<file path="src/rtl/core/circular_double_ended_queue_unit_defines.svh">
// Assertion helpers used by the deque RTL.
`ifndef CIRCULAR_DOUBLE_ENDED_QUEUE_UNIT_DEFINES_SVH
`define CIRCULAR_DOUBLE_ENDED_QUEUE_UNIT_DEFINES_SVH

// Clocked check, masked while reset is asserted.
`define CDEQ_ASSERT(label, clk, rst_n, prop, msg) \
  label: assert property (@(posedge clk) disable iff (!rst_n) prop) else $error(msg);

// Clocked check that also holds during reset.
`define CDEQ_ASSERT_ALWAYS(label, clk, prop, msg) \
  label: assert property (@(posedge clk) prop) else $error(msg);

`endif

</file>
<file path="src/rtl/core/cdeq_pkg.sv">
`timescale 1ns / 1ps
package cdeq_pkg;

  localparam int DEPTH_DEF  = 16;
  localparam int DATA_W_DEF = 32;

  // capacity register and entry count widths are fixed by the register map
  localparam int CAP_W     = 5;
  localparam int CAP_RESET = 16;
  localparam int CMD_W     = 3;
  localparam int STAT_W    = 2;

  typedef enum logic [CMD_W-1:0] {
    CMD_PUSH_BACK  = 3'd0,
    CMD_PUSH_FRONT = 3'd1,
    CMD_POP_FRONT  = 3'd2,
    CMD_POP_BACK   = 3'd3,
    CMD_PEEK       = 3'd4
  } cmd_t;

  typedef enum logic [STAT_W-1:0] {
    STAT_DONE  = 2'd0,
    STAT_FULL  = 2'd1,
    STAT_EMPTY = 2'd2
  } status_t;

  typedef enum logic [1:0] {
    ST_IDLE = 2'd0,
    ST_READ = 2'd1,
    ST_RESP = 2'd2
  } state_t;

endpackage

</file>
<file path="src/rtl/core/cdeq_in_if.sv">
`timescale 1ns / 1ps
interface cdeq_in_if #(
  parameter int DATA_WIDTH = cdeq_pkg::DATA_W_DEF
);
  import cdeq_pkg::*;

  logic                  valid;
  logic                  ready;
  logic [CMD_W-1:0]      command;
  logic [DATA_WIDTH-1:0] data_value;

  modport source (output valid, output command, output data_value, input ready);
  modport sink   (input valid, input command, input data_value, output ready);
endinterface

</file>
<file path="src/rtl/core/cdeq_out_if.sv">
`timescale 1ns / 1ps
interface cdeq_out_if #(
  parameter int DATA_WIDTH = cdeq_pkg::DATA_W_DEF
);
  import cdeq_pkg::*;

  logic                  valid;
  logic                  ready;
  logic [STAT_W-1:0]     status;
  logic [DATA_WIDTH-1:0] front_value;
  logic [DATA_WIDTH-1:0] back_value;
  logic [CAP_W-1:0]      entry_count;
  logic                  empty_flag;
  logic                  full_flag;

  modport source (
    output valid, output status, output front_value, output back_value,
    output entry_count, output empty_flag, output full_flag, input ready
  );
  modport sink (
    input valid, input status, input front_value, input back_value,
    input entry_count, input empty_flag, input full_flag, output ready
  );
endinterface

</file>
<file path="src/rtl/core/cdeq_slot_ram.sv">
`timescale 1ns / 1ps
module cdeq_slot_ram #(
  parameter int DEPTH      = cdeq_pkg::DEPTH_DEF,
  parameter int DATA_WIDTH = cdeq_pkg::DATA_W_DEF,
  parameter int IDX_W      = $clog2(DEPTH)
) (
  input  logic                  clk,
  input  logic                  we,
  input  logic [IDX_W-1:0]      waddr,
  input  logic [DATA_WIDTH-1:0] wdata,
  input  logic [IDX_W-1:0]      raddr_a,
  input  logic [IDX_W-1:0]      raddr_b,
  output logic [DATA_WIDTH-1:0] rdata_a,
  output logic [DATA_WIDTH-1:0] rdata_b
);
  logic [DATA_WIDTH-1:0] slot_mem [DEPTH];
  logic [DATA_WIDTH-1:0] rd_a_r;
  logic [DATA_WIDTH-1:0] rd_b_r;

  always_ff @(posedge clk) begin
    if (we) begin
      slot_mem[waddr] <= wdata;
    end
  end

  always_ff @(posedge clk) begin
    rd_a_r <= slot_mem[raddr_a];
    rd_b_r <= slot_mem[raddr_b];
  end

  assign rdata_a = rd_a_r;
  assign rdata_b = rd_b_r;
endmodule

</file>
<file path="src/rtl/core/circular_double_ended_queue_unit.sv">
`timescale 1ns / 1ps
// Ring-buffer deque of signed words, one command per input beat.
// in_ch  : command (push back, push front, pop front, pop back, peek) and the
//          word to insert on a push.
// out_ch : one result beat per command: status, front and back words (zero
//          when empty), entry count, empty and full flags after the command.
// cfg_*  : capacity register; a write also empties the deque. Zero acts as
//          one, values above DEPTH act as DEPTH. Write only while idle.
// Timing : a command is taken in the idle state, its push lands in the slot
//          RAM at that edge, the read state reads front and back through the
//          RAM's two registered read ports, and the result beat is shown in
//          the response state. One command is in flight at a time, so the
//          next command is taken only after the result beat is accepted.
// Reset  : synchronous, active low; the deque empties and the capacity
//          returns to 16 (limited to DEPTH). Slot contents are not cleared.
// Stall  : while out_ch.ready is low the result beat holds and in_ch.ready
//          stays low.
module circular_double_ended_queue_unit #(
  parameter int DEPTH      = cdeq_pkg::DEPTH_DEF,
  parameter int DATA_WIDTH = cdeq_pkg::DATA_W_DEF
) (
  input  logic                       clk,
  input  logic                       rst_n,
  cdeq_in_if.sink                    in_ch,
  cdeq_out_if.source                 out_ch,
  input  logic                       cfg_we,
  input  logic [cdeq_pkg::CAP_W-1:0] cfg_wdata
);
  import cdeq_pkg::*;

  `include "circular_double_ended_queue_unit_defines.svh"

  localparam int IDX_W = $clog2(DEPTH);
  // arithmetic width wide enough for any index, any capacity and DEPTH itself
  localparam int AW    = (IDX_W > CAP_W) ? IDX_W : CAP_W;
  localparam logic [AW:0] DEPTH_AW = (AW + 1)'(DEPTH);
  localparam logic [AW:0] RESET_AW = (AW + 1)'(CAP_RESET);
  localparam logic [CAP_W-1:0] CAP_INIT =
    (RESET_AW > DEPTH_AW) ? DEPTH_AW[CAP_W-1:0] : RESET_AW[CAP_W-1:0];

  // wrap forward at the capacity
  function automatic logic [IDX_W-1:0] ring_next(logic [IDX_W-1:0] i,
                                                 logic [CAP_W-1:0] c);
    logic [AW:0] inc;
    inc = {{(AW + 1 - IDX_W){1'b0}}, i} + (AW + 1)'(1);
    if (inc >= {{(AW + 1 - CAP_W){1'b0}}, c}) begin
      return '0;
    end
    return inc[IDX_W-1:0];
  endfunction

  // wrap backward to capacity - 1
  function automatic logic [IDX_W-1:0] ring_prev(logic [IDX_W-1:0] i,
                                                 logic [CAP_W-1:0] c);
    logic [AW:0] dec;
    dec = {{(AW + 1 - CAP_W){1'b0}}, c} - (AW + 1)'(1);
    if (i == '0) begin
      return dec[IDX_W-1:0];
    end
    return i - IDX_W'(1);
  endfunction

  state_t            state_r, state_nxt;
  logic [IDX_W-1:0]  head_r, head_nxt;
  logic [IDX_W-1:0]  tail_r, tail_nxt;
  logic [IDX_W-1:0]  back_idx_r, back_idx_nxt;
  logic [CAP_W-1:0]  occ_r, occ_nxt;
  logic [CAP_W-1:0]  cap_r, cap_nxt;
  status_t           status_r, status_nxt;

  logic                  in_fire;
  logic                  out_fire;
  logic                  ram_we;
  logic [IDX_W-1:0]      ram_waddr;
  logic [DATA_WIDTH-1:0] front_rd;
  logic [DATA_WIDTH-1:0] back_rd;
  logic                  is_empty;
  logic [AW:0]           cfg_aw;

  assign in_fire  = in_ch.valid && in_ch.ready;
  assign out_fire = out_ch.valid && out_ch.ready;
  assign is_empty = (occ_r == '0);
  assign cfg_aw   = {{(AW + 1 - CAP_W){1'b0}}, cfg_wdata};

  // command decode: update indices and count, pick the slot to write
  always_comb begin
    head_nxt     = head_r;
    tail_nxt     = tail_r;
    occ_nxt      = occ_r;
    cap_nxt      = cap_r;
    status_nxt   = status_r;
    back_idx_nxt = back_idx_r;
    ram_we       = 1'b0;
    ram_waddr    = tail_r;
    if (in_fire) begin
      status_nxt = STAT_DONE;
      case (in_ch.command)
        CMD_PUSH_BACK: begin
          if (occ_r >= cap_r) begin
            status_nxt = STAT_FULL;
          end else begin
            ram_we    = 1'b1;
            ram_waddr = tail_r;
            tail_nxt  = ring_next(tail_r, cap_r);
            occ_nxt   = occ_r + CAP_W'(1);
          end
        end
        CMD_PUSH_FRONT: begin
          if (occ_r >= cap_r) begin
            status_nxt = STAT_FULL;
          end else begin
            ram_we    = 1'b1;
            ram_waddr = ring_prev(head_r, cap_r);
            head_nxt  = ring_prev(head_r, cap_r);
            occ_nxt   = occ_r + CAP_W'(1);
          end
        end
        CMD_POP_FRONT: begin
          if (is_empty) begin
            status_nxt = STAT_EMPTY;
          end else begin
            head_nxt = ring_next(head_r, cap_r);
            occ_nxt  = occ_r - CAP_W'(1);
          end
        end
        CMD_POP_BACK: begin
          if (is_empty) begin
            status_nxt = STAT_EMPTY;
          end else begin
            tail_nxt = ring_prev(tail_r, cap_r);
            occ_nxt  = occ_r - CAP_W'(1);
          end
        end
        default: begin
          // peek and the unused codes leave the state alone
        end
      endcase
      back_idx_nxt = ring_prev(tail_nxt, cap_r);
    end
    // capacity write: map zero to one, saturate at DEPTH and empty the deque
    if (cfg_we) begin
      if (cfg_wdata == '0) begin
        cap_nxt = CAP_W'(1);
      end else if (cfg_aw > DEPTH_AW) begin
        cap_nxt = DEPTH_AW[CAP_W-1:0];
      end else begin
        cap_nxt = cfg_wdata;
      end
      head_nxt = '0;
      tail_nxt = '0;
      occ_nxt  = '0;
    end
  end

  // next state
  always_comb begin
    state_nxt = state_r;
    case (state_r)
      ST_IDLE: begin
        if (in_fire) begin
          state_nxt = ST_READ;
        end
      end
      ST_READ: begin
        state_nxt = ST_RESP;
      end
      ST_RESP: begin
        if (out_fire) begin
          state_nxt = ST_IDLE;
        end
      end
      default: begin
        state_nxt = ST_IDLE;
      end
    endcase
  end

  // handshake outputs
  always_comb begin
    in_ch.ready  = 1'b0;
    out_ch.valid = 1'b0;
    case (state_r)
      ST_IDLE: begin
        in_ch.ready = 1'b1;
      end
      ST_RESP: begin
        out_ch.valid = 1'b1;
      end
      default: begin
      end
    endcase
  end

  always_ff @(posedge clk) begin
    if (!rst_n) begin
      state_r    <= ST_IDLE;
      head_r     <= '0;
      tail_r     <= '0;
      occ_r      <= '0;
      cap_r      <= CAP_INIT;
      status_r   <= STAT_DONE;
      back_idx_r <= '0;
    end else begin
      state_r    <= state_nxt;
      head_r     <= head_nxt;
      tail_r     <= tail_nxt;
      occ_r      <= occ_nxt;
      cap_r      <= cap_nxt;
      status_r   <= status_nxt;
      back_idx_r <= back_idx_nxt;
    end
  end

  // push lands at the accept edge; front and back are read the cycle after
  cdeq_slot_ram #(
    .DEPTH      (DEPTH),
    .DATA_WIDTH (DATA_WIDTH),
    .IDX_W      (IDX_W)
  ) u_slot_ram (
    .clk     (clk),
    .we      (ram_we),
    .waddr   (ram_waddr),
    .wdata   (in_ch.data_value),
    .raddr_a (head_r),
    .raddr_b (back_idx_r),
    .rdata_a (front_rd),
    .rdata_b (back_rd)
  );

  // result beat: zero the words when nothing is stored
  assign out_ch.status      = status_r;
  assign out_ch.front_value = is_empty ? '0 : front_rd;
  assign out_ch.back_value  = is_empty ? '0 : back_rd;
  assign out_ch.entry_count = occ_r;
  assign out_ch.empty_flag  = is_empty;
  assign out_ch.full_flag   = (occ_r == cap_r);

  `CDEQ_ASSERT(a_occ_bound, clk, rst_n, (occ_r <= cap_r), "occupancy above capacity")
  `CDEQ_ASSERT(a_idx_bound, clk, rst_n, ((head_r < cap_r) && (tail_r < cap_r)), "index out of ring")
  `CDEQ_ASSERT(a_result_follows, clk, rst_n, (in_fire |-> ##2 out_ch.valid), "result beat missing")
  `CDEQ_ASSERT(a_reject_holds, clk, rst_n, ((state_r == ST_READ && status_r != STAT_DONE) |-> (occ_r == $past(occ_r))), "rejected command changed count")
  `CDEQ_ASSERT_ALWAYS(a_one_in_flight, clk, (out_ch.valid |-> !in_ch.ready), "input taken while result pending")
endmodule
</file>
<file path="src/flat_wrapper.sv">
// flat-port wrapper written by rule: the top's interface ports become plain ports
module circular_double_ended_queue_unit_flat import cdeq_pkg::*;
#(
  parameter int DEPTH      = cdeq_pkg::DEPTH_DEF,
  parameter int DATA_WIDTH = cdeq_pkg::DATA_W_DEF
)
  (clk, rst_n, cfg_we, cfg_wdata, in_ch_valid, in_ch_command, in_ch_data_value, in_ch_ready, out_ch_valid, out_ch_status, out_ch_front_value, out_ch_back_value, out_ch_entry_count, out_ch_empty_flag, out_ch_full_flag, out_ch_ready);
  cdeq_in_if #(.DATA_WIDTH(DATA_WIDTH)) in_ch_i ();
  cdeq_out_if #(.DATA_WIDTH(DATA_WIDTH)) out_ch_i ();
  input  logic clk;
  input  logic rst_n;
  input  logic cfg_we;
  input  logic [cdeq_pkg::CAP_W-1:0] cfg_wdata;
  input wire logic [$bits(in_ch_i.valid)-1:0] in_ch_valid;
  input wire logic [$bits(in_ch_i.command)-1:0] in_ch_command;
  input wire logic [$bits(in_ch_i.data_value)-1:0] in_ch_data_value;
  output wire logic [$bits(in_ch_i.ready)-1:0] in_ch_ready;
  output wire logic [$bits(out_ch_i.valid)-1:0] out_ch_valid;
  output wire logic [$bits(out_ch_i.status)-1:0] out_ch_status;
  output wire logic [$bits(out_ch_i.front_value)-1:0] out_ch_front_value;
  output wire logic [$bits(out_ch_i.back_value)-1:0] out_ch_back_value;
  output wire logic [$bits(out_ch_i.entry_count)-1:0] out_ch_entry_count;
  output wire logic [$bits(out_ch_i.empty_flag)-1:0] out_ch_empty_flag;
  output wire logic [$bits(out_ch_i.full_flag)-1:0] out_ch_full_flag;
  input wire logic [$bits(out_ch_i.ready)-1:0] out_ch_ready;
  assign in_ch_i.valid = in_ch_valid;
  assign in_ch_i.command = in_ch_command;
  assign in_ch_i.data_value = in_ch_data_value;
  assign in_ch_ready = in_ch_i.ready;
  assign out_ch_valid = out_ch_i.valid;
  assign out_ch_status = out_ch_i.status;
  assign out_ch_front_value = out_ch_i.front_value;
  assign out_ch_back_value = out_ch_i.back_value;
  assign out_ch_entry_count = out_ch_i.entry_count;
  assign out_ch_empty_flag = out_ch_i.empty_flag;
  assign out_ch_full_flag = out_ch_i.full_flag;
  assign out_ch_i.ready = out_ch_ready;
  circular_double_ended_queue_unit #(.DEPTH(DEPTH), .DATA_WIDTH(DATA_WIDTH)) u_core (.clk(clk), .rst_n(rst_n), .in_ch(in_ch_i), .out_ch(out_ch_i), .cfg_we(cfg_we), .cfg_wdata(cfg_wdata));
endmodule
</file>
<file path="config.mk">
export PLATFORM = sky130hd
export DESIGN_NAME = circular_double_ended_queue_unit_flat
export DESIGN_NICKNAME = d
export VERILOG_FILES = /design/src/rtl/core/cdeq_pkg.sv /design/src/rtl/core/cdeq_in_if.sv /design/src/rtl/core/cdeq_out_if.sv /design/src/rtl/core/cdeq_slot_ram.sv /design/src/rtl/core/circular_double_ended_queue_unit.sv /design/src/flat_wrapper.sv
export VERILOG_INCLUDE_DIRS = /design/src /design/src/rtl/core
export SDC_FILE = /design/constraint.sdc
export NUM_CORES = 1
export LEC_CHECK = 0
export BUFFER_PORTS_ARGS = -buffer_cell sky130_fd_sc_hd__buf_4
export CAP_MARGIN = 20
export CORE_MARGIN = 1.5
export CORE_UTILIZATION = 45
export CTS_BUF_LIST = sky130_fd_sc_hd__clkbuf_2
export DETAILED_ROUTE_END_ITERATION = 10
export GPL_ROUTABILITY_DRIVEN = 0
export SETUP_SLACK_MARGIN = 0.02
export SYNTH_ARGS = -nofsm -noshare
export SYNTH_HDL_FRONTEND = slang
export SYNTH_HIERARCHICAL = 1
export SYNTH_SLANG_ARGS = --single-unit
</file>
<file path="constraint.sdc">
create_clock -name clk -period 5.4 [get_ports clk]
set_input_delay 0.54 -clock clk [delete_from_list [all_inputs] [get_ports clk]]
set_output_delay 0.54 -clock clk [all_outputs]
set_load 0.005 [all_outputs]
</file>
==> Implementation_results.wiki, run 1 <==
{| class="wikitable"
! Metric !! Value
|-
| Fraction of registers with async set/reset || 0%
|-
| Top FF cell, synth || sky130_fd_sc_hd__edfxtp_1
|-
| Worst-case headroom to the max-slew limit || 24.65%
|-
| Crit path capture type || flip-flop
|-
| Share of the yosys chip area belonging to registers || 64.12%
|-
| TritonCTS clock tree || built
|-
| Critical path cell sequence || or4_4, nor2_4, buf_4, o211ai_1, dlygate4sd3_1, o21ai_1, a311oi_2, a311oi_1, dlygate4sd3_1, a311oi_1, dlygate4sd3_1
|-
| Pin count of the biggest net entering global routing || 59
|-
| Critical Path RT || 6.64 ns
|-
| Reg-to-reg endpoint || u_core/back_idx_r[0]
|-
| Number of nets in the final layout || 1875
|-
| Count of flip-flops with a built-in enable after synthesis || 512
|-
| Most common cell on crit path || sky130_fd_sc_hd__dlygate4sd3_1
|-
| Final worst clock skew || 0.08712 ns
|-
| Final Util || 53.20%
|-
| Arrival time of data at the critical path endpoint || 6.06 ns
|-
| Filler Cells Inserted || 4826
|-
| Hold path start || in_ch_command[1]
|-
| Syn-to-layout area delta || 16.98%
|-
| Die Width || 247.0 um
|-
| Maximum root-to-sink buffer count || 3
|-
| Post-synthesis average cell area || 18.15 um^2
|-
| Final hold viol count || 0
|-
| Cell at the root of the clock tree || sky130_fd_sc_hd__clkbuf_2
|-
| Clock-pin slew on the worst setup and hold paths || 0.12 ns
|-
| DPL Wire Length || 41.36 mm
|-
| Type of the worst setup path || reg2reg
|-
| WL/cell || 26.53 um
|-
| Post-cts repair resize count || 0
|-
| Overflow left after global routing || 0
|-
| Maximum capacitance violations || 0
|-
| Post-layout minimum cycle time || 4.822 ns
|-
| Max stage delay cell, worst path || sky130_fd_sc_hd__nor2_4
|-
| Hold_ws || 0.2183 ns
|-
| Number of instances in the synthesized netlist || 1476
|-
| First-pass GRT wire length || 106.6 mm
|-
| Via count || 16070
|-
| Number of warnings issued by yosys || 6
|-
| Distinct cell type count after synthesis || 62
|-
| Routed via count divided by cell count || 5.950
|-
| First-pass iteration count of the detailed router || 7
|-
| Fmax || 0.2074 GHz
|-
| Worst min-delay path category || in2reg
|-
| Count of cells along the worst register-to-register path || 11
|-
| DRT Wirelength || 71.67 mm
|-
| Final critical-path share of the clock period || 89.30%
|-
| Power density over cell area || 302.0 nW/um^2
|-
| Setup repair after global routing missed its margin || false
|-
| Max stage delay on crit path || 0.73 ns
|-
| Via count of the first global-routing pass || 16870
|-
| Setup-violating endpoint count in the final report || 0
|-
| Port-buffer cells || 119
|-
| Leakage dissipation || 10.53 nW
|-
| Area of the multi-input gates || 9221 um^2
|-
| Slack of the worst reg-to-reg path || 0.58 ns
|-
| Startpoint of the worst register-to-register path || u_core/out_ch.entry_count[0]
|-
| Post-synthesis sequential element count || 602
|-
| Worst hold path stage count || 5
|-
| Total design power || 9.462 mW
|-
| Final Max Slew Viols || 0
|-
| Post-synthesis cell area || 26790 um^2
|-
| Detailed-route DRC error count || 0
|-
| Transition at the pin with the smallest max-transition slack || 1.130 ns
|-
| Filler-free cell count of the finished design || 2701
|-
| Worst VDD drop || 0.1796 mV
|-
| Setup TNS || 0 ns
|-
| Initial Utilization || 45.47%
|-
| Net count of the mapped netlist || 1546
|-
| Area enclosed by the die boundary || 61000 um^2
|-
| Max Fanout on Critical Path || 39
|-
| IO Pins || 120
|-
| Crit start category || flip-flop
|-
| Run status || complete, no violations
|-
| Number of sinks driven by the clock tree || 602
|-
| Residual antenna-violating net count after detailed routing || 0
|-
| Total CTS buffers || 155
|-
| Antenna violations before repair || 2
|-
| Overall track demand over capacity in global routing || 24.36%
|-
| Die span in y || 247.0 um
|-
| Capture endpoint of the worst hold path || u_core/out_ch.status[0]
|-
| Clock insertion delay at the later pin of the skew report || 1.34 ns
|-
| Rows || 89
|-
| DRC violation total after the first TritonRoute iteration || 1377
|-
| H-tree depth || 4
|-
| Placed Instances || 2310
|-
| Sequential cell area || 17190 um^2
|-
| Core box area || 58910 um^2
|-
| Share of cells above drive strength 1 || 36.81%
|}
## sequential cells by signal, summed over array words and instances (netlist names)
| name | cells |
|---|---|
| u_core/u_slot_ram/slot_mem | 512 |
| u_core/u_slot_ram/rdata_a | 32 |
| u_core/u_slot_ram/rdata_b | 32 |
| u_core/cap_r | 5 |
| u_core/out_ch.entry_count | 5 |
| u_core/back_idx_r | 4 |
| u_core/head_r | 4 |
| u_core/tail_r | 4 |
| u_core/out_ch.status | 2 |
| u_core/state_r | 2 |
## cell usage in the layout, fill, tap and decap left out, types with 6 or more instances in the layout
cell and n:
sky130_fd_sc_hd__clkbuf_2 226, sky130_fd_sc_hd__xnor2_1 6, sky130_fd_sc_hd__and2_1 6, sky130_fd_sc_hd__nand2_1 83, sky130_fd_sc_hd__edfxtp_1 512, sky130_fd_sc_hd__mux4_2 256
sky130_fd_sc_hd__o21ai_0 14, sky130_fd_sc_hd__nor2_1 24, sky130_fd_sc_hd__dfxtp_1 86, sky130_fd_sc_hd__a22oi_1 131, sky130_fd_sc_hd__clkinv_2 9, sky130_fd_sc_hd__a211oi_1 10
sky130_fd_sc_hd__nand3_1 7, sky130_fd_sc_hd__nor2_4 15, sky130_fd_sc_hd__clkinv_1 36, sky130_fd_sc_hd__nor2b_1 70, sky130_fd_sc_hd__dlygate4sd3_1 110, sky130_fd_sc_hd__a21oi_1 13
sky130_fd_sc_hd__inv_1 16, sky130_fd_sc_hd__buf_4 159, sky130_fd_sc_hd__ha_1 24, sky130_fd_sc_hd__a21o_1 7
## cell usage after synthesis (8+ instances only)
library cell                 n  area [um^2]
sky130_fd_sc_hd__buf_1      18        67.56
sky130_fd_sc_hd__a22oi_1   131        983.4
sky130_fd_sc_hd__clkbuf_1   47        176.4
sky130_fd_sc_hd__a211oi_1   10        75.07
sky130_fd_sc_hd__mux4_2    256         5766
sky130_fd_sc_hd__inv_1      16        60.06
sky130_fd_sc_hd__and2_1      8        50.05
sky130_fd_sc_hd__ha_1       24        300.3
sky130_fd_sc_hd__o21ai_0    14        70.07
sky130_fd_sc_hd__nor2_1     38        142.6
sky130_fd_sc_hd__nand2_1    83        311.6
sky130_fd_sc_hd__nor3_1      9        45.04
sky130_fd_sc_hd__nor2b_1    74        462.9
sky130_fd_sc_hd__buf_4      19        142.6
sky130_fd_sc_hd__buf_2      18        90.09
sky130_fd_sc_hd__dfxtp_1    90         1802
sky130_fd_sc_hd__edfxtp_1  512        15370
sky130_fd_sc_hd__a21oi_1    13        65.06
## repair_timing
action,CTS,global route
buffers inserted,0,0
hold endpoints to repair,538,0
hold buffers,110,0
endpoints found under the setup margin,0,0
## power breakdown
part	internal, mW	switching [mW]
combinational	0.483	0.523
sequential	5.13	0.0806
clock	1.36	1.88
## per-stage QoR
| step | cell area, um^2 | worst slack, ns |
|---|---|---|
| floorplan | 26790 | 0.08062 |
| global placement | 28730 | 1.429 |
| detailed placement | 28730 | 1.374 |
| CTS | 31300 | 0.5359 |
| global route | 31340 | 0.2585 |
| finish | 31340 | 0.5779 |
## cells by family (layout without fill, tap and decap cells)
group | after synthesis | count (layout) | synth area share, %
flops | 602 | 602 | 64.12
xor+xnor | 11 | 11 | 0.3596
fa+ha+maj | 25 | 25 | 1.196
mux | 264 | 264 | 21.84
simple gates | 253 | 253 | 4.834
buf+inv | 119 | 569 | 2.046
other cells | 0 | 2 | 0
compound gates | 202 | 202 | 5.605
## final cells by class
type	instances	share of cell area, %
multi-input combinational	755	29.43
clock buffer	226	3.609
tap	773	3.086
timing repair buffer	275	7.730
antenna	2	0.01597
clock inverter	52	1.078
inverter	16	0.1917
sequential	602	54.86
## how the worst max path moves through the flow
stage,from,to,slack [ns],depth (start not counted)
global route,u_core/out_ch.entry_count[0],u_core/back_idx_r[0],0.26,11
floorplan,u_core/cap_r[2],u_core/u_slot_ram/slot_mem[0][0],0.08,11
detailed placement,u_core/cap_r[2],u_core/u_slot_ram/slot_mem[9][26],1.37,12
finish,u_core/out_ch.entry_count[0],u_core/back_idx_r[0],0.58,11
CTS,u_core/out_ch.entry_count[0],u_core/back_idx_r[0],0.54,11
global placement,u_core/cap_r[2],u_core/u_slot_ram/slot_mem[9][25],1.43,12
## metal layers
metal | vias to the layer above | wire length [um] | track usage, %
met5 | - | 0 | 0
met4 | 0 | 2033 | 10.13
met3 | 120 | 4762 | 5.665
met2 | 716 | 36970 | 40.93
met1 | 8329 | 27890 | 30.37
li1 | 6906 | - | -
## critical path, delay by kind of cell, from the launching register on
kind | cells | cell delay [ns]
AO/OA/AOI/OAI | 5 | 0.74
buffers and inverters | 4 | 2.28
flip-flops | 1 | 0.38
AND/OR/NAND/NOR | 2 | 1.31
Note: power is estimated with default switching activity, not from simulation.
==> run 2: changes to the inputs <==
--- a/config.mk
+++ b/config.mk
@@ -9,10 +9,11 @@
 export BUFFER_PORTS_ARGS = -buffer_cell sky130_fd_sc_hd__buf_4
 export CAP_MARGIN = 20
 export CORE_MARGIN = 1.5
-export CORE_UTILIZATION = 45
+export CORE_UTILIZATION = 58
 export CTS_BUF_LIST = sky130_fd_sc_hd__clkbuf_2
 export DETAILED_ROUTE_END_ITERATION = 10
 export GPL_ROUTABILITY_DRIVEN = 0
+export PLACE_DENSITY = 0.79
 export SETUP_SLACK_MARGIN = 0.02
 export SYNTH_ARGS = -nofsm -noshare
 export SYNTH_HDL_FRONTEND = slang
==> Implementation_results.wiki, run 2 (same netlist as run 1, synthesis figures left out) <==
{| class="wikitable"
! Metric !! Value
|-
| Via count || 16290 (was 16070)
|-
| Antenna violations before repair || 1 (was 2)
|-
| Commonest cells after routing, fill and taps aside || sky130_fd_sc_hd__edfxtp_1 (512), sky130_fd_sc_hd__mux4_2 (256), sky130_fd_sc_hd__clkbuf_2 (224) (was sky130_fd_sc_hd__edfxtp_1 (512), sky130_fd_sc_hd__mux4_2 (256), sky130_fd_sc_hd__clkbuf_2 (226))
|-
| TritonCTS clock tree || built (unchanged)
|-
| Number of nets in the final layout || 1800 (was 1875)
|-
| Reg with most FFs || u_core/u_slot_ram/slot_mem (unchanged)
|-
| Commonest non-fill, non-tap cell in the layout || sky130_fd_sc_hd__edfxtp_1 (unchanged)
|-
| Sequential cell area || 17190 um^2 (unchanged)
|-
| Die Width || 217.9 um (was 247.0 um)
|-
| Setup-violating endpoint count in the final report || 0 (unchanged)
|-
| Cell at the root of the clock tree || sky130_fd_sc_hd__clkbuf_2 (unchanged)
|-
| Total CTS buffers || 147 (was 155)
|-
| Final hold viol count || 0 (unchanged)
|-
| Post-layout minimum cycle time || 4.442 ns (was 4.822 ns)
|-
| Port-buffer cells || 119 (unchanged)
|-
| Critical Path RT || 6.37 ns (was 6.64 ns)
|-
| Worst-case headroom to the max-slew limit || 26.76% (was 24.65%)
|-
| Filler Cells Inserted || 3041 (was 4826)
|-
| DPL Wire Length || 40.44 mm (was 41.36 mm)
|-
| Leakage dissipation || 10.21 nW (was 10.53 nW)
|-
| Initial Utilization || 58.90% (was 45.47%)
|-
| Final Max Slew Viols || 0 (unchanged)
|-
| Detailed-route DRC error count || 0 (unchanged)
|-
| Overflow left after global routing || 0 (unchanged)
|-
| Critical path cell sequence || inv_1, ha_1, and3_1, o21ai_1, nand2_1, nor4_1, buf_4, nand2_1, o21ai_0, nand3_1, nor2_4, buf_4 (was or4_4, nor2_4, buf_4, o211ai_1, dlygate4sd3_1, o21ai_1, a311oi_2, a311oi_1, dlygate4sd3_1, a311oi_1, dlygate4sd3_1)
|-
| Pin count of the biggest net entering global routing || 77 (was 59)
|-
| Setup TNS || 0 ns (unchanged)
|-
| Clock-pin slew on the worst setup and hold paths || 0.11 ns (was 0.12 ns)
|-
| First-pass iteration count of the detailed router || 5 (was 7)
|-
| Top layer used by detailed routing || met4 (unchanged)
|-
| Area enclosed by the die boundary || 47480 um^2 (was 61000 um^2)
|-
| Die span in y || 217.9 um (was 247.0 um)
|-
| First-pass GRT wire length || 99.65 mm (was 106.6 mm)
|-
| Max stage delay on crit path || 0.71 ns (was 0.73 ns)
|-
| Detailed-route wire length on metal 1 || 25.09 mm (was 27.89 mm)
|-
| Maximum capacitance violations || 0 (unchanged)
|-
| Fmax || 0.2251 GHz (was 0.2074 GHz)
|-
| Syn-to-layout area delta || 13.47% (was 16.98%)
|-
| Arrival time of data at the critical path endpoint || 5.42 ns (was 6.06 ns)
|-
| Met2 WL || 31.92 mm (was 36.97 mm)
|-
| Setup repair after global routing missed its margin || false (unchanged)
|-
| Overall track demand over capacity in global routing || 29.09% (was 24.36%)
|-
| Post-cts repair resize count || 0 (unchanged)
|-
| Maximum root-to-sink buffer count || 3 (unchanged)
|-
| Clock insertion delay at the later pin of the skew report || 1.31 ns (was 1.34 ns)
|-
| Rows || 78 (was 89)
|-
| Worst VDD drop || 0.2461 mV (was 0.1796 mV)
|-
| H-tree depth || 4 (unchanged)
|-
| Run status || complete, no violations (unchanged)
|-
| Worst min-delay path category || in2reg (unchanged)
|-
| Number of sinks driven by the clock tree || 602 (unchanged)
|-
| Amount of wire on met3 after detailed routing || 8.311 mm (was 4.762 mm)
|-
| Core box area || 45480 um^2 (was 58910 um^2)
|-
| IO Pins || 120 (unchanged)
|-
| Area of the multi-input gates || 9221 um^2 (unchanged)
|-
| Crit path capture type || flip-flop (unchanged)
|-
| Transition at the pin with the smallest max-transition slack || 1.099 ns (was 1.130 ns)
|-
| Crit start category || flip-flop (unchanged)
|-
| Total design power || 9.247 mW (was 9.462 mW)
|-
| Post-route cell area || 30400 um^2 (was 31340 um^2)
|-
| DRT Wirelength || 66.70 mm (was 71.67 mm)
|-
| WL/cell || 27.19 um (was 26.53 um)
|-
| Placed cell areas || 28420 um^2 (was 28730 um^2)
|-
| Routed via count divided by cell count || 6.640 (was 5.950)
|-
| Power density over cell area || 304.2 nW/um^2 (was 302.0 nW/um^2)
|-
| Final worst clock skew || 0.06484 ns (was 0.08712 ns)
|-
| DRC violation total after the first TritonRoute iteration || 2021 (was 1377)
|-
| Residual antenna-violating net count after detailed routing || 0 (unchanged)
|-
| Max stage delay cell, worst path || sky130_fd_sc_hd__nor2_4 (unchanged)
|-
| Number of flip-flops under the largest register name || 512 (unchanged)
|-
| Final critical-path share of the clock period || 82.26% (was 89.30%)
|-
| Type of the worst setup path || reg2reg (unchanged)
|-
| Max Fanout on Critical Path || 17 (was 39)
|-
| Via count of the first global-routing pass || 16340 (was 16870)
|-
| Hold_ws || 0.1258 ns (was 0.2183 ns)
|-
| Share of cells above drive strength 1 || 37.95% (was 36.81%)
|}
[run 2: changes by cell type in the layout (fill, tap and decap cells not counted), sizes merged, moves of 2 or more]
cell | before | now
buf | 165 | 155
bufinv | 5 | 3
clkbuf | 226 | 224
clkinv | 45 | 36
dlygate4sd3 | 110 | 53
inv | 18 | 22
[run 2: area by class of cell]
cell class | instances | share of cell area [%]
antenna | 3 | 0.02470
clock buffer | 224 | 3.688
clock inverter | 45 | 0.8768
inverter | 16 | 0.1976
multi-input combinational | 755 | 30.34
sequential | 602 | 56.56
tap | 600 | 2.470
timing repair buffer | 208 | 5.845
[run 2: critical path: cells and delay by family (launching register included)]
family	cells	cell delay [ns]
AND/OR/NAND/NOR	6	2.04
AO/OA/AOI/OAI	2	0.81
buffers and inverters	3	0.64
flip-flops	1	0.38
adder cells (fa/ha/maj)	1	0.29
[run 2: repair_timing]
action | in CTS | in global routing
endpoints found under the hold margin | 538 | 0
hold buffers | 53 | 0
buffers inserted | 0 | 0
[run 2: per-stage QoR]
| stage | utilization, % | cells | worst slack, ns |
|---|---|---|---|
| 3_3_place_gp | 62.50 | 2126 | 1.371 |
| 6_report | 66.83 | 2453 | 0.9579 |
| 2_1_floorplan | - | 1476 | 0.08062 |
| 3_5_place_dp | 62.50 | 2126 | 1.199 |
| 5_1_grt | 66.82 | 2451 | 0.6641 |
| 4_1_cts | 66.71 | 2448 | 0.9057 |
[run 2: power breakdown]
part	leakage [nW]	switching (mW)	internal (mW)	total (mW)
sequential	5.36	0.0643	5.13	5.20
clock	1.08	1.80	1.25	3.05
combinational	3.77	0.546	0.453	0.999
[run 2: final timing paths]
| path | start | to | slack (ns) | cells past startpoint |
|---|---|---|---|---|
| worst max-delay path | u_core/cap_r[2] | u_core/u_slot_ram/slot_mem[14][5] | 0.96 | 12 |
| worst min-delay path | in_ch_data_value[11] | u_core/u_slot_ram/slot_mem[1][11] | 0.13 | 2 |
| worst max register to register | u_core/cap_r[2] | u_core/u_slot_ram/slot_mem[14][5] | 0.96 | 12 |
| worst min register to register | u_core/out_ch.status[1] | u_core/out_ch.status[1] | 0.50 | 2 |
[run 2: layer usage]
| layer | vias up | GRT usage, % |
|---|---|---|
| met5 | - | 0 |
| met4 | 0 | 9.425 |
| met3 | 105 | 9.247 |
| met2 | 1117 | 44.26 |
| met1 | 8309 | 40.41 |
| li1 | 6757 | - |
==> run 3: changes to the inputs <==
==> constraint.sdc (replaced) <==
create_clock -name clk -period 3.6 [get_ports clk]
set_input_delay 0.36 -clock clk [delete_from_list [all_inputs] [get_ports clk]]
set_output_delay 0.36 -clock clk [all_outputs]
set_load 0.005 [all_outputs]
==> Implementation_results.wiki, run 3 (same netlist as run 1, synthesis figures left out) <==
{| class="wikitable"
! Metric !! Value
|-
| Overall track demand over capacity in global routing || 30.04% (was 29.09%)
|-
| Core box area || 45480 um^2 (unchanged)
|-
| Clock-pin slew on the worst setup and hold paths || 0.10 ns (was 0.11 ns)
|-
| Critical Path RT || 3.24 ns (was 6.37 ns)
|-
| Placed Instances || 2142 (was 2126)
|-
| Fmax || 0.2959 GHz
|-
| Type of the worst setup path || reg2out (was reg2reg)
|-
| Residual antenna-violating net count after detailed routing || 0 (unchanged)
|-
| Pin count of the biggest net entering global routing || 81 (was 77)
|-
| Cell class contributing the biggest share of worst-path delay || simple AND/OR/NAND/NOR gates (unchanged)
|-
| Total CTS buffers || 149 (was 147)
|-
| Port-buffer cells || 119 (unchanged)
|-
| Fraction of power spent switching nets || 25.91% (was 26.04%)
|-
| Power density over cell area || 450.7 nW/um^2 (was 304.2 nW/um^2)
|-
| Placed cell areas || 28820 um^2 (was 28420 um^2)
|-
| DPL Wire Length || 40.25 mm (was 40.44 mm)
|-
| First-pass iteration count of the detailed router || 8 (was 5)
|-
| Buf/Inv on CP || 2 (was 3)
|-
| Worst-case headroom to the max-slew limit || 32.38% (was 26.76%)
|-
| Crit start category || flip-flop (unchanged)
|-
| Setup-violating endpoint count in the final report || 0 (unchanged)
|-
| Initial Utilization || 58.90% (unchanged)
|-
| Arrival time of data at the critical path endpoint || 3.02 ns (was 5.42 ns)
|-
| Rows || 78 (unchanged)
|-
| Cell at the root of the clock tree || sky130_fd_sc_hd__clkbuf_2 (unchanged)
|-
| Overflow left after global routing || 0 (unchanged)
|-
| Post-layout minimum cycle time || 3.379 ns
|-
| Number of nets in the final layout || 1870 (was 1800)
|-
| Maximum capacitance violations || 0 (unchanged)
|-
| Clock insertion delay at the later pin of the skew report || 1.28 ns (was 1.31 ns)
|-
| Via count of the first global-routing pass || 17340 (was 16340)
|-
| Area enclosed by the die boundary || 47480 um^2 (unchanged)
|-
| DRT Wirelength || 68.98 mm (was 66.70 mm)
|-
| Reg with most FFs || u_core/u_slot_ram/slot_mem (unchanged)
|-
| Post-route cell area || 31420 um^2 (was 30400 um^2)
|-
| Die span in y || 217.9 um (unchanged)
|-
| Run status || complete, no violations (unchanged)
|-
| Leakage dissipation || 10.56 nW (was 10.21 nW)
|-
| Max stage delay on crit path || 0.57 ns (was 0.71 ns)
|-
| Power share of the clock group || 33.9% (was 33.0%)
|-
| Via count || 16710 (was 16290)
|-
| Number of flip-flops under the largest register name || 512 (unchanged)
|-
| Sequential cell fraction of total power || 55.1% (was 56.2%)
|-
| Routed via count divided by cell count || 6.618 (was 6.640)
|-
| Final hold viol count || 0 (unchanged)
|-
| Max Fanout on Critical Path || 35 (was 17)
|-
| IO Pins || 120 (unchanged)
|-
| Number of sinks driven by the clock tree || 602 (unchanged)
|-
| Syn-to-layout area delta || 17.28% (was 13.47%)
|-
| Setup repair after global routing missed its margin || true (was false)
|-
| WL/cell || 27.32 um (was 27.19 um)
|-
| H-tree depth || 4 (unchanged)
|-
| First-pass GRT wire length || 103.2 mm (was 99.65 mm)
|-
| Logic gate share of total power || 11.0% (was 10.8%)
|-
| Crit path capture type || primary output (was flip-flop)
|-
| TritonCTS clock tree || built (unchanged)
|-
| Detailed-route DRC error count || 0 (unchanged)
|-
| P_sw || 3.668 mW (was 2.408 mW)
|-
| Final Max Slew Viols || 0 (unchanged)
|-
| Share of cells above drive strength 1 || 37.20% (was 37.95%)
|-
| Die Width || 217.9 um (unchanged)
|-
| Internal Power || 10.49 mW (was 6.839 mW)
|-
| Final Util || 69.08% (was 66.83%)
|-
| Antenna violations before repair || 4 (was 1)
|-
| Final worst clock skew || 0.09873 ns (was 0.06484 ns)
|-
| Max stage delay cell, worst path || sky130_fd_sc_hd__or4_4 (was sky130_fd_sc_hd__nor2_4)
|-
| Final critical-path share of the clock period || 93.87%
|-
| Worst VDD drop || 0.3319 mV (was 0.2461 mV)
|-
| Worst min-delay path category || in2reg (unchanged)
|-
| Filler-free cell count of the finished design || 2525 (was 2453)
|-
| DRC violation total after the first TritonRoute iteration || 2413 (was 2021)
|-
| Transition at the pin with the smallest max-transition slack || 1.014 ns (was 1.099 ns)
|-
| Commonest cells after routing, fill and taps aside || sky130_fd_sc_hd__edfxtp_1 (512), sky130_fd_sc_hd__mux4_2 (256), sky130_fd_sc_hd__clkbuf_2 (217) (was sky130_fd_sc_hd__edfxtp_1 (512), sky130_fd_sc_hd__mux4_2 (256), sky130_fd_sc_hd__clkbuf_2 (224))
|-
| Setup TNS || 0 ns (unchanged)
|-
| Maximum root-to-sink buffer count || 3 (unchanged)
|-
| Critical path cell sequence || or4_4, nor2_4, buf_6, nor2b_1, buf_4 (was inv_1, ha_1, and3_1, o21ai_1, nand2_1, nor4_1, buf_4, nand2_1, o21ai_0, nand3_1, nor2_4, buf_4)
|-
| Commonest non-fill, non-tap cell in the layout || sky130_fd_sc_hd__edfxtp_1 (unchanged)
|}
==> run 3: tightest hold or removal path, stage by stage <==
cell	delay (ns)
sky130_fd_sc_hd__dlygate4sd3_1	0.53
sky130_fd_sc_hd__buf_4	0.16
sky130_fd_sc_hd__nor3b_1	0.13
sky130_fd_sc_hd__nand4_1	0.09
sky130_fd_sc_hd__o211ai_1	0.08
==> run 3: worst paths after layout <==
kind	from	to	slack, ns	cells after the start
max	u_core/out_ch.entry_count[1]	out_ch_front_value[14]	0.22	5
min	rst_n	u_core/back_idx_r[1]	0.15	5
max reg2reg	u_core/cap_r[3]	u_core/u_slot_ram/slot_mem[0][25]	0.22	13
min reg2reg	u_core/state_r[0]	u_core/state_r[1]	0.58	2
==> run 3: final cells by class <==
type | count | area, um^2
fill | 2939 | 14060
inverter | 16 | 60.06
clock buffer | 217 | 1086
multi-input combinational | 755 | 9273
clock inverter | 56 | 375.4
tap | 600 | 750.7
sequential | 602 | 17190
timing repair buffer | 276 | 2673
antenna | 3 | 7.507
==> run 3: per-stage QoR <==
step                total power, mW  hold slack [ns]  worst slack, ns
floorplan                     8.847           0.4575         0.006063
global placement              9.352           0.4568           0.2763
detailed placement            9.391           0.4852           0.1101
CTS                           14.20         0.005828          0.06553
global route                  14.70          0.06851         -0.03415
finish                        14.16           0.1525           0.2207
==> run 3: layer usage <==
layer  GRT usage (%)  vias to the layer above  routed length (um)
li1                -                     6913                   -
met1           39.46                     8503               25050
met2           47.17                     1167               33790
met3           9.498                      127                8493
met4           11.82                        0                1639
met5               0                        -                   0
==> run 3: timing repair <==
| item | 4_1_cts | 5_1_grt |
|---|---|---|
| hold endpoints to repair | 567 | 0 |
| gates cloned | 0 | 2 |
| gates resized for setup | 2 | 1 |
| hold buffers | 100 | 0 |
| setup buffers | 0 | 4 |
| pin swaps | 0 | 3 |
| endpoints found under the setup margin | 41 | 321 |
==> run 3: power groups by stage <==
stage	logic, mW	registers (mW)	clock network [mW]
finish	1.55	7.80	4.80
global route	1.64	7.82	5.24
CTS	1.53	7.80	4.87
detailed placement	1.43	7.96	0
global placement	1.40	7.95	0
floorplan	0.957	7.89	0
